**src/hw/rtl/bmh_ram.sv**
```systemverilog
// generic single-write, single-read synchronous ram with registered read data
module bmh_ram #(
  parameter int DEPTH = 128,
  parameter int WIDTH = 32
) (
  input  logic                     clk_i,
  input  logic                     we_i,
  input  logic [$clog2(DEPTH)-1:0] waddr_i,
  input  logic [WIDTH-1:0]         wdata_i,
  input  logic                     re_i,
  input  logic [$clog2(DEPTH)-1:0] raddr_i,
  output logic [WIDTH-1:0]         rdata_o
);

  logic [WIDTH-1:0] mem_q [DEPTH];
  logic [WIDTH-1:0] rdata_q;

  always_ff @(posedge clk_i) begin
    if (we_i) begin
      mem_q[waddr_i] <= wdata_i;
    end
  end

  always_ff @(posedge clk_i) begin
    if (re_i) begin
      rdata_q <= mem_q[raddr_i];
    end
  end

  assign rdata_o = rdata_q;

endmodule

```
**config.mk**
```make
export PLATFORM = sky130hd
export DESIGN_NAME = bmh_ram
export DESIGN_NICKNAME = d
export VERILOG_FILES = /design/src/hw/rtl/bmh_ram.sv
export SDC_FILE = /design/constraint.sdc
export NUM_CORES = 2
export LEC_CHECK = 0
export ABC_AREA = 1
export BUFFER_PORTS_ARGS = -buffer_cell sky130_fd_sc_hd__buf_2
export CORE_MARGIN = 8
export CORE_UTILIZATION = 27
export DETAILED_ROUTE_END_ITERATION = 8
export SYNTH_ARGS = -nofsm -noshare
export SYNTH_HDL_FRONTEND = slang
export SYNTH_SLANG_ARGS = --single-unit
```
**constraint.sdc**
```tcl
create_clock -name clk_i -period 5.5 [get_ports clk_i]
set_input_delay 0.55 -clock clk_i [delete_from_list [all_inputs] [get_ports clk_i]]
set_output_delay 0.55 -clock clk_i [all_outputs]
set_load 0.02 [all_outputs]
```
# Yosys cells after proc, flatten, opt, wreduce, memory -nomap -nowiden

Memory sizes are Yosys's and may differ from the RTL's. A register that Yosys moved wholly into a read port is not among the register bits.
Cells that the tools add are included.

Mux-type cells: 2

Operators with widths:

| kind    | number |
|---|---|
| $mux W1 | 2 |

Bits in registers: 0
Bits in writable memories: 4096
Input port bits: 49
Word-level logic and storage cells: 3
Memories: 1

Memories:

| name  | words | width | rd ports | clocked after memory_dff | write ports | RTL line | source |
|---|---|---|---|---|---|---|---|
| mem_q | 128   | 32    | 1        | 1                        | 1           | 15       | `logic [WIDTH-1:0] mem_q [DEPTH];` |

# Depth between registers and ports, before layout

Word-level depth: 2
Mapped depth: 13
Gate-level depth less buffers: 9

# Least setup slack after synthesis

Ideal clock, no wire load.

Kind: input port to flip-flop
Start point: input port we_i
End point: memory mem_q[105][0] (enable)
Library setup time: 421 ps
Data arrival time: 2527 ps
Setup slack: 2552 ps
Cell stages on the path: 4
Path buffers: 2
Cell sequence: clkbuf_1 nand2_1 clkbuf_1 nor2_1

Word-level cells in the longest chain between the ends: 2

Ends and longest elaborated chain:

| item                          | RTL line | source |
|---|---|---|
| start: declaration            | 7        | `input logic we_i,` |
| $mux W1                       | 19       | `if (we_i) begin` |
| $mux W1 (implied by the code) | 20       | `mem_q[waddr_i] <= wdata_i;` |
| end: declaration              | 15       |  |

No other way between the ends.

==> flow_metrics.tcl <==
set metrics [dict create \
    status "finished clean" \
    core-area_um2 610000 \
    critPathTopFamily "simple AND/OR/NAND/NOR gates" \
    drive_above_1_share 0.0800 \
    synth_edf_count 4128 \
    grt_pass1_wl_mm 741 \
    min_period_ns 3.66 \
    gp_routability_congestion 0.850 \
    die_height_um 798 \
    cp_slowest_cell "buf_4" \
    pwr-share-comb 0.064 \
    finalHoldViolCount 0 \
    post-synth-top-area-cell "edfxtp_1" \
    pin_count 81 \
    synth_nets 13438 \
    rows 287 \
    synth.avg_cell_area_um2 12.3 \
    start_util 0.271 \
    drcViolationCount 0 \
    routed_wl_mm 521 \
    syn_inst 13389 \
    ant_nets 0 \
    cp_num_buf_inv 3 \
    postCtsSetupBuffers 0 \
    setup_viol 0 \
    cts_tree "yes" \
    vias_per_cell 4.99 \
    maxCapViolCount 0 \
    p_sw_mw 15.6 \
    path_clk_slew_ns 0.06 \
    worst_slew_pin_slew_ns 1.30 \
    yosys_warnings 0 \
    synthToLayoutAreaGrowth_pct 14.3 \
    yosys.area.top_type_share 0.751 \
    synthTopCellsByArea "edfxtp_1 75%, nand3_1 12%, nand2_1 9.4%, buf_2 1.8%, buf_4 0.39%" \
    grt_pass1_vias 100961 \
    crit_fanout 121 \
    antenna_found_initial 67 \
    grt_max_degree 148 \
    cpMostUsedCell "nand3_1" \
    port_buffers 80 \
    path_cells "buf_12 > inv_16 > buf_4 > nand2_1 > nand3_1 > nand3_1 > nand3_1 > nand3_1 > nand3_1 > nand3_1 > nand2_1" \
    synth_most_common_cell "nand2_1" \
    max_freq_mhz 273 \
    cts-resized-gates 0 \
    dr_total_vias 108404 \
    clkSinkCount 4128 \
    p_sw_frac 0.232 \
    crit_path_start_kind "primary input" \
    setup_tns_ns 0 \
    synth_ff_type "edfxtp_1" \
    die_w_um 798 \
    max_slew_margin 0.129 \
    clk_latency_ns 0.98 \
    leakagePower_nw 63.4 \
    vdd_drop_max_mv 0.277 \
    grtUsageTotal 0.156 \
    end_kind "register" \
    dieArea_um2 636000 \
    rsz0062_at_grt "no" \
    synth_cell_types 14 \
    cts-root-buf "clkbuf_16" \
    ys_top_cells_by_count "4151 x nand2_1, 4128 x edfxtp_1, 4035 x nand3_1" \
    synthesis.area_um2 165000 \
    rrSetupSlack_ns 2.88 \
    clkPwrFrac 0.416 \
    dpl.hpwl_mm 296 \
    power.density_nw_per_um2 356 \
    synthArstFlopShare 0 \
    hold_path.class "in -> reg" \
    worstPathRequired_ns 6.30 \
    clockBufferDepth 4 \
    timing.hold.ws_ns 0.0756 \
    p_seq_frac 0.520 \
    grt-ovfl-total 0 \
    drt_iter0_drc 14940 \
    cts_buffers 419 \
    p_int_mw 51.5 \
    synth_seq_area_share 0.751 \
    htreeDepth 5 \
    drt_first_pass_iters 6 \
    layout.nets 13338 \
    fill_cells 60632 \
    finalCritPeriodShare 0.665 \
    fin_skew_ns 0.0518 \
    slowest_delay_ns 0.81 \
    routedWlPerCell_um 24.0 \
    worstSetupPathType "in -> reg" \
    drv_slew 0 \
    worstPathArrival_ns 4.46 \
    synth_seq_cells 4128 \
]
registers in the layout, indices dropped and copies added, names as in the netlist:
register,count
mem_q,4096
rdata_o,32
cells by family (layout without fill, tap and decap cells):
kind of cell           after synthesis  in the layout  synth area share
DFF                               4128           4128             0.751
buffers and inverters              933           1177            0.0284
and+or+nand+nor                   8328           8328             0.220
other                                0             12                 0
metal layers:
layer,track usage,routed length (um),vias to the layer above
met1,0.216,211000,53967
met2,0.237,231000,5687
met4,0.0585,21000,48
met3,0.0379,58200,869
li1,-,-,47833
met5,0,297,-
path summary, 6_finish.rpt:
check | depth (start not counted) | startpoint | endpoint
worst max-delay path | 11 | raddr_i[0] | rdata_o[19]$_DFFE_PP_
worst max register to register | 8 | mem_q[17][13]$_DFFE_PP_ | rdata_o[13]$_DFFE_PP_
worst min-delay path | 1 | wdata_i[27] | mem_q[64][27]$_DFFE_PP_
worst min register to register | 8 | mem_q[69][22]$_DFFE_PP_ | rdata_o[22]$_DFFE_PP_
metrics by stage:
step           utilization  instance area [um2]  total power, mW  worst slack [ns]  instances
2_1_floorplan            -               165000             37.6              2.55      13389
3_3_place_gp         0.287               175000             39.8              1.18      20951
3_5_place_dp         0.287               175000             39.8              1.19      20952
4_1_cts              0.309               189000             67.3              2.21      21725
5_1_grt              0.309               189000             68.8              1.84      21727
6_report             0.309               189000             67.1              1.84      21737
placed cells by master (no fill, tap or decap):
master	instances
inv_16	4
buf_4	256
buf_12	71
buf_6	8
diode_2	12
nor2_1	6
edfxtp_1	4128
inv_6	9
clkinv_8	7
inv_1	18
clkinv_2	71
buf_2	41
clkbuf_16	422
inv_2	1
nand2_1	4143
clkbuf_1	86
nand2_2	8
inv_8	2
buf_8	3
nor3_1	8
clkinv_1	110
nand3_1	4035
buf_16	1
dlygate4sd3_1	8
bufinv_16	38
clkinv_16	4
clkinvlp_4	14
nor2_4	128
clkinv_4	3
repair_timing:
item                                    in CTS  in global routing
hold buffers                                 8                  0
endpoints found under the setup margin       0                  0
endpoints found under the hold margin       76                  0
worst reg2reg max path, stage by stage (launching register included):
cell,delay (ns)
edfxtp_1,0.35
nand2_1,0.07
nand3_1,0.11
nand3_1,0.17
nand3_1,0.21
nand3_1,0.17
nand3_1,0.55
nand3_1,0.59
nand2_1,0.11
power by group through the flow:
stage / clock, mW / sequential, mW / combinational, mW
3_5_place_dp: 0 / 35.6 / 4.25
6_report: 27.9 / 34.9 / 4.32
3_3_place_gp: 0 / 35.6 / 4.21
5_1_grt: 29.4 / 34.9 / 4.56
4_1_cts: 28.2 / 34.9 / 4.27
2_1_floorplan: 0 / 35.5 / 2.09
layout make-up:
type,count,area (um2),area share
Antenna cell,12,30.0,0.000159
Tap cell,8092,10100,0.0537
Clock inverter,257,2380,0.0126
Sequential cell,4128,124000,0.657
Multi-Input combinational cell,8328,37300,0.198
Timing Repair Buffer,388,3790,0.0201
Clock buffer,508,10900,0.0577
Inverter,24,143,0.000756
Note: power is estimated with default switching activity, not from simulation.
