===== src/hw/rtl/bmh_pkg.sv =====
// shared types, sizes and codes for the binary min-heap
package bmh_pkg;

  localparam int CAPACITY = 128;
  localparam int IDX_W    = $clog2(CAPACITY);
  localparam int CNT_W    = $clog2(CAPACITY + 1);
  localparam int CHILD_W  = IDX_W + 1;
  localparam int KEY_W    = 32;
  localparam int ACT_W    = 2;
  localparam int POS_W    = 7;
  localparam int ST_W     = 2;
  localparam int CNT_OUT_W = 8;

  typedef logic [ACT_W-1:0]        act_t;
  typedef logic signed [KEY_W-1:0] key_t;
  typedef logic [POS_W-1:0]        pos_t;
  typedef logic [ST_W-1:0]         status_t;
  typedef logic [CNT_OUT_W-1:0]    cnt_out_t;
  typedef logic [CNT_W-1:0]        cnt_t;
  typedef logic [IDX_W-1:0]        idx_t;
  typedef logic [CHILD_W-1:0]      child_t;

  localparam act_t ACT_INSERT  = 2'd0;
  localparam act_t ACT_EXTRACT = 2'd1;
  localparam act_t ACT_DELETE  = 2'd2;

  localparam status_t ST_OK    = 2'd0;
  localparam status_t ST_EMPTY = 2'd1;
  localparam status_t ST_FULL  = 2'd2;
  localparam status_t ST_RANGE = 2'd3;

  localparam key_t KEY_EMPTY = -32'sd1;
  localparam cnt_t CNT_FULL  = CNT_W'(CAPACITY);

  typedef struct packed {
    act_t action;
    key_t item_value;
    pos_t position;
  } bmh_req_t;

  typedef struct packed {
    key_t     min_value;
    status_t  status;
    cnt_out_t entry_count;
  } bmh_res_t;

  typedef struct packed {
    logic we;
    idx_t waddr;
    key_t wdata;
    logic re;
    idx_t raddr;
  } bmh_ram_req_t;

endpackage


===== src/hw/rtl/bmh_ctrl.sv =====
// heap sequencer: count register and sift-up / sift-down walk over the key ram
module bmh_ctrl (
  input  logic                  clk_i,
  input  logic                  rst_ni,
  input  logic                  req_valid_i,
  output logic                  req_ready_o,
  input  bmh_pkg::bmh_req_t     req_i,
  input  logic                  slot_free_i,
  output logic                  done_o,
  output bmh_pkg::bmh_res_t     res_o,
  output bmh_pkg::bmh_ram_req_t ram_o,
  input  bmh_pkg::key_t         rdata_i
);
  import bmh_pkg::*;

  localparam logic [3:0] S_IDLE    = 4'd0;
  localparam logic [3:0] S_EX_ROOT = 4'd1;
  localparam logic [3:0] S_LD_LAST = 4'd2;
  localparam logic [3:0] S_DL_PAR  = 4'd3;
  localparam logic [3:0] S_SU_RD   = 4'd4;
  localparam logic [3:0] S_SU_CMP  = 4'd5;
  localparam logic [3:0] S_SD_RD   = 4'd6;
  localparam logic [3:0] S_SD_L    = 4'd7;
  localparam logic [3:0] S_SD_R    = 4'd8;
  localparam logic [3:0] S_DONE    = 4'd9;

  logic [3:0] state_q, state_d;
  cnt_t       cnt_q, cnt_d;
  idx_t       hole_q, hole_d;
  child_t     child_q, child_d;
  key_t       key_q, key_d;
  key_t       left_q, left_d;
  key_t       minv_q, minv_d;
  status_t    status_q, status_d;

  logic   accept;
  idx_t   parent;
  child_t first_child;
  child_t second_child;
  child_t cnt_x;
  key_t   cand;
  child_t cand_idx;

  assign req_ready_o  = (state_q == S_IDLE);
  assign accept       = req_valid_i && req_ready_o;
  assign parent       = idx_t'((hole_q - 1'b1) >> 1);
  assign first_child  = {hole_q, 1'b1};
  assign second_child = child_t'(child_q + 1'b1);
  assign cnt_x        = child_t'(cnt_q);

  // smaller child, left one on a tie
  always_comb begin
    if (left_q > rdata_i) begin
      cand     = rdata_i;
      cand_idx = second_child;
    end else begin
      cand     = left_q;
      cand_idx = child_q;
    end
  end

  always_comb begin
    state_d  = state_q;
    cnt_d    = cnt_q;
    hole_d   = hole_q;
    child_d  = child_q;
    key_d    = key_q;
    left_d   = left_q;
    minv_d   = minv_q;
    status_d = status_q;
    ram_o    = '0;
    done_o   = 1'b0;

    case (state_q)
      S_IDLE: begin
        if (accept) begin
          minv_d   = '0;
          status_d = ST_OK;
          case (req_i.action)
            ACT_INSERT: begin
              if (cnt_q == CNT_FULL) begin
                status_d = ST_FULL;
                state_d  = S_DONE;
              end else begin
                key_d   = req_i.item_value;
                hole_d  = idx_t'(cnt_q);
                cnt_d   = cnt_q + 1'b1;
                state_d = S_SU_RD;
              end
            end
            ACT_EXTRACT: begin
              if (cnt_q == '0) begin
                minv_d   = KEY_EMPTY;
                status_d = ST_EMPTY;
                state_d  = S_DONE;
              end else begin
                ram_o.re    = 1'b1;
                ram_o.raddr = '0;
                hole_d      = '0;
                state_d     = S_EX_ROOT;
              end
            end
            ACT_DELETE: begin
              if (32'(req_i.position) >= 32'(cnt_q)) begin
                status_d = ST_RANGE;
                state_d  = S_DONE;
              end else begin
                cnt_d  = cnt_q - 1'b1;
                hole_d = idx_t'(req_i.position);
                if (32'(req_i.position) == 32'(cnt_q - 1'b1)) begin
                  // removing the last entry only shrinks the heap
                  state_d = S_DONE;
                end else begin
                  ram_o.re    = 1'b1;
                  ram_o.raddr = idx_t'(cnt_q - 1'b1);
                  state_d     = S_LD_LAST;
                end
              end
            end
            default: begin
              state_d = S_DONE;
            end
          endcase
        end
      end

      S_EX_ROOT: begin
        minv_d = rdata_i;
        cnt_d  = cnt_q - 1'b1;
        if (cnt_q == cnt_t'(1)) begin
          state_d = S_DONE;
        end else begin
          ram_o.re    = 1'b1;
          ram_o.raddr = idx_t'(cnt_q - 1'b1);
          state_d     = S_LD_LAST;
        end
      end

      S_LD_LAST: begin
        key_d = rdata_i;
        if (hole_q != '0) begin
          ram_o.re    = 1'b1;
          ram_o.raddr = parent;
          state_d     = S_DL_PAR;
        end else begin
          state_d = S_SD_RD;
        end
      end

      // moved entry may be smaller than its parent after a delete
      S_DL_PAR: begin
        if (rdata_i > key_q) begin
          ram_o.we    = 1'b1;
          ram_o.waddr = hole_q;
          ram_o.wdata = rdata_i;
          hole_d      = parent;
          state_d     = S_SU_RD;
        end else begin
          state_d = S_SD_RD;
        end
      end

      S_SU_RD: begin
        if (hole_q == '0) begin
          ram_o.we    = 1'b1;
          ram_o.waddr = hole_q;
          ram_o.wdata = key_q;
          state_d     = S_DONE;
        end else begin
          ram_o.re    = 1'b1;
          ram_o.raddr = parent;
          state_d     = S_SU_CMP;
        end
      end

      S_SU_CMP: begin
        ram_o.we    = 1'b1;
        ram_o.waddr = hole_q;
        if (rdata_i > key_q) begin
          ram_o.wdata = rdata_i;
          hole_d      = parent;
          state_d     = S_SU_RD;
        end else begin
          ram_o.wdata = key_q;
          state_d     = S_DONE;
        end
      end

      S_SD_RD: begin
        if (first_child >= cnt_x) begin
          ram_o.we    = 1'b1;
          ram_o.waddr = hole_q;
          ram_o.wdata = key_q;
          state_d     = S_DONE;
        end else begin
          ram_o.re    = 1'b1;
          ram_o.raddr = idx_t'(first_child);
          child_d     = first_child;
          state_d     = S_SD_L;
        end
      end

      S_SD_L: begin
        left_d = rdata_i;
        if (second_child < cnt_x) begin
          ram_o.re    = 1'b1;
          ram_o.raddr = idx_t'(second_child);
          state_d     = S_SD_R;
        end else begin
          ram_o.we    = 1'b1;
          ram_o.waddr = hole_q;
          if (rdata_i < key_q) begin
            ram_o.wdata = rdata_i;
            hole_d      = idx_t'(child_q);
            state_d     = S_SD_RD;
          end else begin
            ram_o.wdata = key_q;
            state_d     = S_DONE;
          end
        end
      end

      S_SD_R: begin
        ram_o.we    = 1'b1;
        ram_o.waddr = hole_q;
        if (cand < key_q) begin
          ram_o.wdata = cand;
          hole_d      = idx_t'(cand_idx);
          state_d     = S_SD_RD;
        end else begin
          ram_o.wdata = key_q;
          state_d     = S_DONE;
        end
      end

      S_DONE: begin
        if (slot_free_i) begin
          done_o  = 1'b1;
          state_d = S_IDLE;
        end
      end

      default: begin
        state_d = S_IDLE;
      end
    endcase
  end

  assign res_o.min_value   = minv_q;
  assign res_o.status      = status_q;
  assign res_o.entry_count = cnt_out_t'(cnt_q);

  always_ff @(posedge clk_i or negedge rst_ni) begin
    if (!rst_ni) begin
      state_q <= S_IDLE;
      cnt_q   <= '0;
    end else begin
      state_q <= state_d;
      cnt_q   <= cnt_d;
    end
  end

  always_ff @(posedge clk_i) begin
    hole_q   <= hole_d;
    child_q  <= child_d;
    key_q    <= key_d;
    left_q   <= left_d;
    minv_q   <= minv_d;
    status_q <= status_d;
  end

  a_cnt_bound: assert property (@(posedge clk_i) disable iff (!rst_ni)
    cnt_q <= CNT_FULL)
    else $error("heap count above capacity");

  a_no_rw_clash: assert property (@(posedge clk_i) disable iff (!rst_ni)
    (ram_o.we && ram_o.re) |-> (ram_o.waddr != ram_o.raddr))
    else $error("read and write to the same entry in one cycle");

  a_write_in_heap: assert property (@(posedge clk_i) disable iff (!rst_ni)
    ram_o.we |-> (child_t'(ram_o.waddr) < cnt_x))
    else $error("write beyond the live part of the heap");

  a_full_refused: assert property (@(posedge clk_i) disable iff (!rst_ni)
    (accept && req_i.action == ACT_INSERT && cnt_q == CNT_FULL)
    |=> (state_q == S_DONE && status_q == ST_FULL && $stable(cnt_q)))
    else $error("insert into a full heap not refused");

endmodule

===== config.mk =====
export PLATFORM = sky130hd
export DESIGN_NAME = bmh_ctrl
export DESIGN_NICKNAME = d
export VERILOG_FILES = /design/src/hw/rtl/bmh_pkg.sv /design/src/hw/rtl/bmh_ctrl.sv
export SDC_FILE = /design/constraint.sdc
export NUM_CORES = 1
export LEC_CHECK = 0
export CELL_PAD_IN_SITES_DETAIL_PLACEMENT = 0
export CELL_PAD_IN_SITES_GLOBAL_PLACEMENT = 1
export CORE_ASPECT_RATIO = 1.75
export CORE_UTILIZATION = 51
export CTS_CLUSTER_DIAMETER = 80
export CTS_CLUSTER_SIZE = 40
export DETAILED_ROUTE_END_ITERATION = 8
export DONT_BUFFER_PORTS = 1
export GPL_ROUTABILITY_DRIVEN = 0
export PLACE_DENSITY_LB_ADDON = 0.1
export RECOVER_POWER = 100
export SYNTH_ARGS = -nofsm -noshare
export SYNTH_HDL_FRONTEND = slang
export SYNTH_SLANG_ARGS = --single-unit
export TNS_END_PERCENT = 10

===== constraint.sdc =====
create_clock -name clk_i -period 8.1 [get_ports clk_i]
set_input_delay 1.215 -clock clk_i [delete_from_list [all_inputs] [get_ports clk_i]]
set_output_delay 1.215 -clock clk_i [all_outputs]
set_load 0.05 [all_outputs]

### Word-level counts from Yosys, hierarchy flattened

Index checks and enable logic that the tools add are counted.

| cells by class | value |
|---|---|
| add/sub/neg operators | 5 |
| multipliers | 0 |
| div/mod/pow operators | 0 |
| $lt $le $gt $ge | 7 |
| equality and inequality tests | 27 |
| shift-type cells | 0 |
| mux-type cells | 67 |
| bitwise gates (word level) | 1 |
| reduce and logical (&&, ||, !) cells | 17 |

Operator list:

| kind | count |
|---|---|
| $mux 32 | 10 |
| $pmux 40 s6 | 1 |
| $mux 40 | 4 |
| $pmux 32 s2 | 2 |
| $mux 8 | 12 |
| $gt 32x32->1 | 2 |
| $lt 32x32->1 | 2 |
| $mux 7 | 9 |
| $mux 4 | 13 |
| $pmux 8 s2 | 3 |
| $pmux 8 s6 | 1 |
| $pmux 4 s10 | 1 |
| $eq 7x32->1 | 1 |
| $pmux 7 s4 | 1 |
| $pmux 7 s3 | 1 |
| $add 8x1->8 const B | 2 |
| $eq 4x3->1 const B | 4 |
| $pmux 4 s3 | 1 |
| $ne 2x2->1 const B | 5 |
| $reduce_and 10->1 | 1 |
| $ne 3x3->1 const B | 3 |
| $sub 8x1->9 const B | 1 |
| $eq 4x2->1 const B | 2 |
| $eq 4x4->1 const B | 2 |
| other kinds (30) | 40 |

| storage, ports and cells | value |
|---|---|
| flip-flop bits (word level) | 124 |
| latch bits | 0 |
| memory bits (writable) | 0 |
| ROM bits | 0 |
| input port bits | 77 |
| output and inout port bits | 92 |
| logic and storage cells | 132 |
| memories kept | 0 |

### Depth between registers and ports, before layout

| logic depth | value |
|---|---|
| depth in word-level cells | 7 |
| gate-level depth with buffers | 23 |
| gate-level depth less buffers | 19 |

### Least setup slack after synthesis

OpenSTA, ideal clock, no wires.

| timing | value |
|---|---|
| path kind | input port to output port |
| start | input port rdata_i[31] |
| end | output port ram_o[17] (netlist bit) |
| arrival | 6.107 ns |
| required time | 6.885 ns |
| path slack | 0.778 ns |
| cell stages on the path | 20 |
| buffers on the path | 3 |
| cell sequence | inv_1 > ha_1 > buf_2 > nand4_1 > nor3_1 > a221o_1 > or2_2 > o31ai_4 > buf_2 > mux2_2 > ha_1 > and4_1 > nand4_1 > or4_1 > o2111ai_1 > nor2_1 > a21oi_2 > or3_4 > clkbuf_1 > a221o_1 |

RTL lines:

| element | RTL line | source |
|---|---|---|
| from (decl) | bmh_ctrl.sv:12 | `input bmh_pkg::key_t rdata_i` |
| to (decl) | bmh_ctrl.sv:11 | `output bmh_pkg::bmh_ram_req_t ram_o,` |

==> metrics.md <==
| Metric | Value |
|---|---|
| Crit start category | `primary input` |
| Final HPWL DP | `22.5 mm` |
| Drt wl/cell | `~23 microns` |
| Sequential Area | `about 0.0037 sq mm` |
| Final Hold Vio Count | `0` |
| Slew headroom | `-0.567` |
| Fin. max-slew vios | `133` |
| Clk network pwr share | `0.166` |
| CP Capture Type | `primary output` |
| Combinational share of power | `0.474` |
| Switching power | `between 0.002 and 0.0025 W` |
| Rows | `between 60 and 70` |
| Worst path slowest cell | `or4_1` |
| PD cells | `roughly 400 mW/mm^2` |
| 1st-iter DRT viols | `about 550` |
| Post-synth top area cell | `edfxtp_1` |
| Clock Skews | `0.0107 ns` |
| Syn_area_per_cell | `10.0 sq um` |
| Worst slew pin tran | `approximately 2.4 ns` |
| Residual DRC count | `0` |
| Fin cells | `1283` |
| Syn-to-layout area delta | `12.8%` |
| Drt first pass iters | `8` |
| CP peak stage delay | `0.64 ns` |
| Synth Instances | `slightly below 1000` |
| FF+latch count, synth | `about 120` |
| Post-CTS Hold Buffers | `0` |
| DRT antenna net count | `0` |
| DIE AREA | `roughly 0.02 sq mm` |
| Core ar. | `roughly 0.019 sq mm` |
| Lkg Pwr | `between 4 and 5 nW` |
| Max Freq | `0.128 GHz` |
| Synth top cells by count | `ha_1 (127), edfxtp_1 (112), inv_1 (91)` |
| Vias per inst | `6.31` |
| Largest net degree at the start of global routing | `38` |
| Die boundary width | `107 microns` |
| Synth warnings | `0` |
| CP top delay family | `compound AO/OA/AOI/OAI gates` |
| Outcome | `finished with violations` |
| RSZ-0062 raised after global routing | `false` |
| Via count | `approximately 8000` |
| TritonCTS Sinks | `124` |
| Endpoints failing setup | `0` |
| Peak VDD IR | `between 200 and 300 uV` |
| Failing checks | `capacitance limit, slew limit` |
| Setup Crit Path Kind | `primary input to primary output` |
| Clk slew on worst S/H paths | `around 0.06 ns` |
| Nets@finish | `between 1000 and 1500` |
| Crit-path cells | `inv_1, ha_1, a21oi_1, o21ai_0, a221o_1, or2_2, o211ai_1, o31ai_4, buf_12, buf_4, mux2_2, ha_1, and4_1, nand4_1, or4_1, o2111ai_1, nor2_1, a21oi_1, or3_4, a221o_1, buf_4` |
| Max Cap Violations | `7` |
| CTS tree | `yes` |
| Asr flop ratio synth | `0.0968` |
| Area of the multi-input gates | `0.00577 sq mm` |
| Total Wirelength | `around 30 mm` |
| Die height | `~190 microns` |
| Period utilisation layout | `0.963` |
| CTS Buffer Depth | `2` |
| Overall power | `0.00440 W` |
| Min Clock Period, post-route | `7.80 ns` |
| I/O Buffers | `0` |
| I/O Pins | `roughly 170` |
| Total grt overflow | `0` |
| Vias in the first global route | `~8400` |
| First-pass GRT wire length | `between 40 and 50 mm` |
| Initial Utilization | `0.517` |
| Tot GR Track Use | `0.307` |
| Worst path bufs/invs | `4` |
| Post-Synthesis Cell Area | `0.00989 sq mm` |
| Count leader, synth | `ha_1` |
| Worst-Skew Late Latency | `between 0.4 and 0.5 ns` |
| Layout cells sized above 1 | `0.147` |
| Critical path data arrival time | `6.59 ns` |
| Placed Cells | `1241` |
| CP required | `a little under 7 ns` |
| EDFF count, synth | `112` |
| Internal Power | `between 0.002 and 0.0025 W` |
| Largest cells by area after synthesis | `edfxtp_1 (34%), ha_1 (16%), mux2_2 (6.8%), o21ai_0 (3.6%), inv_1 (3.5%)` |
| Syn Nets | `about 1200` |
| Fillers | `1709` |
| Antenna violations before repair | `2` |
| Flop pwr share | `0.360` |
| Switching Share | `0.508` |
| Root buffer cell | `clkbuf_16` |
| Crit Path Max Fanout | `29` |
| Post-route cell area | `roughly 0.011 sq mm` |
| Hold/Removal Path Class | `primary input to async pin` |
| DP Area | `roughly 0.011 sq mm` |
| Unique masters post-synth | `70` |
| H-tree levels | `4` |
| Synth top area share | `0.340` |
| Main synth FF type | `edfxtp_1` |
| Post-synthesis sequential area ratio | `0.370` |
| Num CTS Buffers | `17` |
==> final timing paths <==
path                             startpoint          to  slack (ns)  cells after the start
worst max-delay path            rdata_i[19]   ram_o[20]        0.30                     21
worst min-delay path                 rst_ni    cnt_q[0]        0.47                      0
worst max register to register   left_q[19]  state_q[2]        2.24                     19
worst min register to register    hole_q[0]  child_q[1]        0.58                      0
max in group asynchronous            rst_ni  state_q[1]        7.55                      0
min in group clk_i                hole_q[0]  child_q[1]        0.58                      0
==> cell type report <==
class / instances / share of cell area
Multi-Input combinational cell: 734 / 0.517
Sequential cell: 124 / 0.328
Timing Repair Buffer: 58 / 0.0456
Clock buffer: 18 / 0.0385
Inverter: 94 / 0.0316
Tap cell: 241 / 0.0270
Clock inverter: 13 / 0.0114
Antenna cell: 1 / 0.000224
==> power groups by stage <==
stage,clock (W),combinational [W],sequential [W]
after floorplan,0,0.00157,0.00147
after global placement,0,0.00205,0.00159
after detailed placement,0,0.00207,0.00158
after CTS,0.000744,0.00208,0.00158
after global routing,0.000765,0.00227,0.00161
final,0.000732,0.00209,0.00158
==> routing by layer <==
metal / part of all wire / GRT usage
met1: 0.37 / 0.318
met2: 0.55 / 0.581
met3: 0.048 / 0.0624
met4: 0.040 / 0.150
met5: 0.00040 / 0
==> placed cells by master, fill, tap and decap left out, types with 7 or more instances in the layout <==
| master | Yosys | final |
|---|---|---|
| a21boi_0 | 28 | 28 |
| a21o_1 | 20 | 20 |
| a21oi_1 | 55 | 56 |
| a221o_1 | 34 | 34 |
| a22oi_1 | 8 | 8 |
| and2_0 | 0 | 7 |
| and3_1 | 10 | 10 |
| buf_12 | 0 | 8 |
| buf_4 | 0 | 43 |
| clkbuf_1 | 29 | 8 |
| clkbuf_16 | 0 | 17 |
| dfrtp_1 | 12 | 12 |
| edfxtp_1 | 112 | 112 |
| ha_1 | 127 | 127 |
| inv_1 | 91 | 90 |
| mux2_2 | 60 | 60 |
| nand2_1 | 50 | 50 |
| nand2b_1 | 9 | 9 |
| nand3_1 | 26 | 26 |
| nand4_1 | 20 | 20 |
| nor2_1 | 44 | 44 |
| nor2b_1 | 8 | 8 |
| nor3_1 | 17 | 17 |
| o211ai_1 | 11 | 11 |
| o21ai_0 | 72 | 72 |
| xnor2_1 | 20 | 20 |
==> worst reg2reg max path: cells and delay by family, from the launching register on <==
family | cells | cell delay [ns]
flip-flops | 1 | 0.39
AND/OR/NAND/NOR | 5 | 1.54
adder cells (fa/ha/maj) | 2 | 0.62
buffers and inverters | 2 | 0.29
AO/OA/AOI/OAI | 9 | 2.62
multiplexers | 1 | 0.28
==> state kept, by name, indices dropped and copies added, names as in the netlist <==
name,count
hole_q,7
key_q,32
state_q,4
left_q,32
status_q,2
minv_q,32
child_q,7
cnt_q,8
==> through the flow <==
stage               TNS [ns]  hold slack [ns]   util  setup slack [ns]
global route               0            0.451  0.584           0.00308
detailed placement     -2.83            0.558  0.551            -0.113
CTS                        0            0.450  0.581             0.104
finish                     0            0.465  0.584             0.297
global placement           0            0.563  0.551            0.0406
floorplan                  0            0.452      -             0.778
==> repair_timing <==
action,in CTS,in global routing
pin swaps,1,3
resized for setup,0,2
endpoints found under the hold margin,0,0
gates cloned,1,0
buffers inserted,0,9
setup endpoints to repair,29,29
==> logic make-up (layout without fill, tap and decap cells) <==
| group | after synthesis | after routing | synth area share |
|---|---|---|---|
| simple gates | 216 | 216 | 0.111 |
| flops | 124 | 124 | 0.370 |
| other cells | 0 | 1 | 0 |
| xor+xnor | 25 | 25 | 0.0221 |
| compound gates | 297 | 298 | 0.208 |
| fa+ha+maj | 127 | 127 | 0.161 |
| mux | 68 | 68 | 0.0773 |
| buf+inv | 129 | 183 | 0.0510 |
Note: power is estimated with default switching activity, not from simulation.
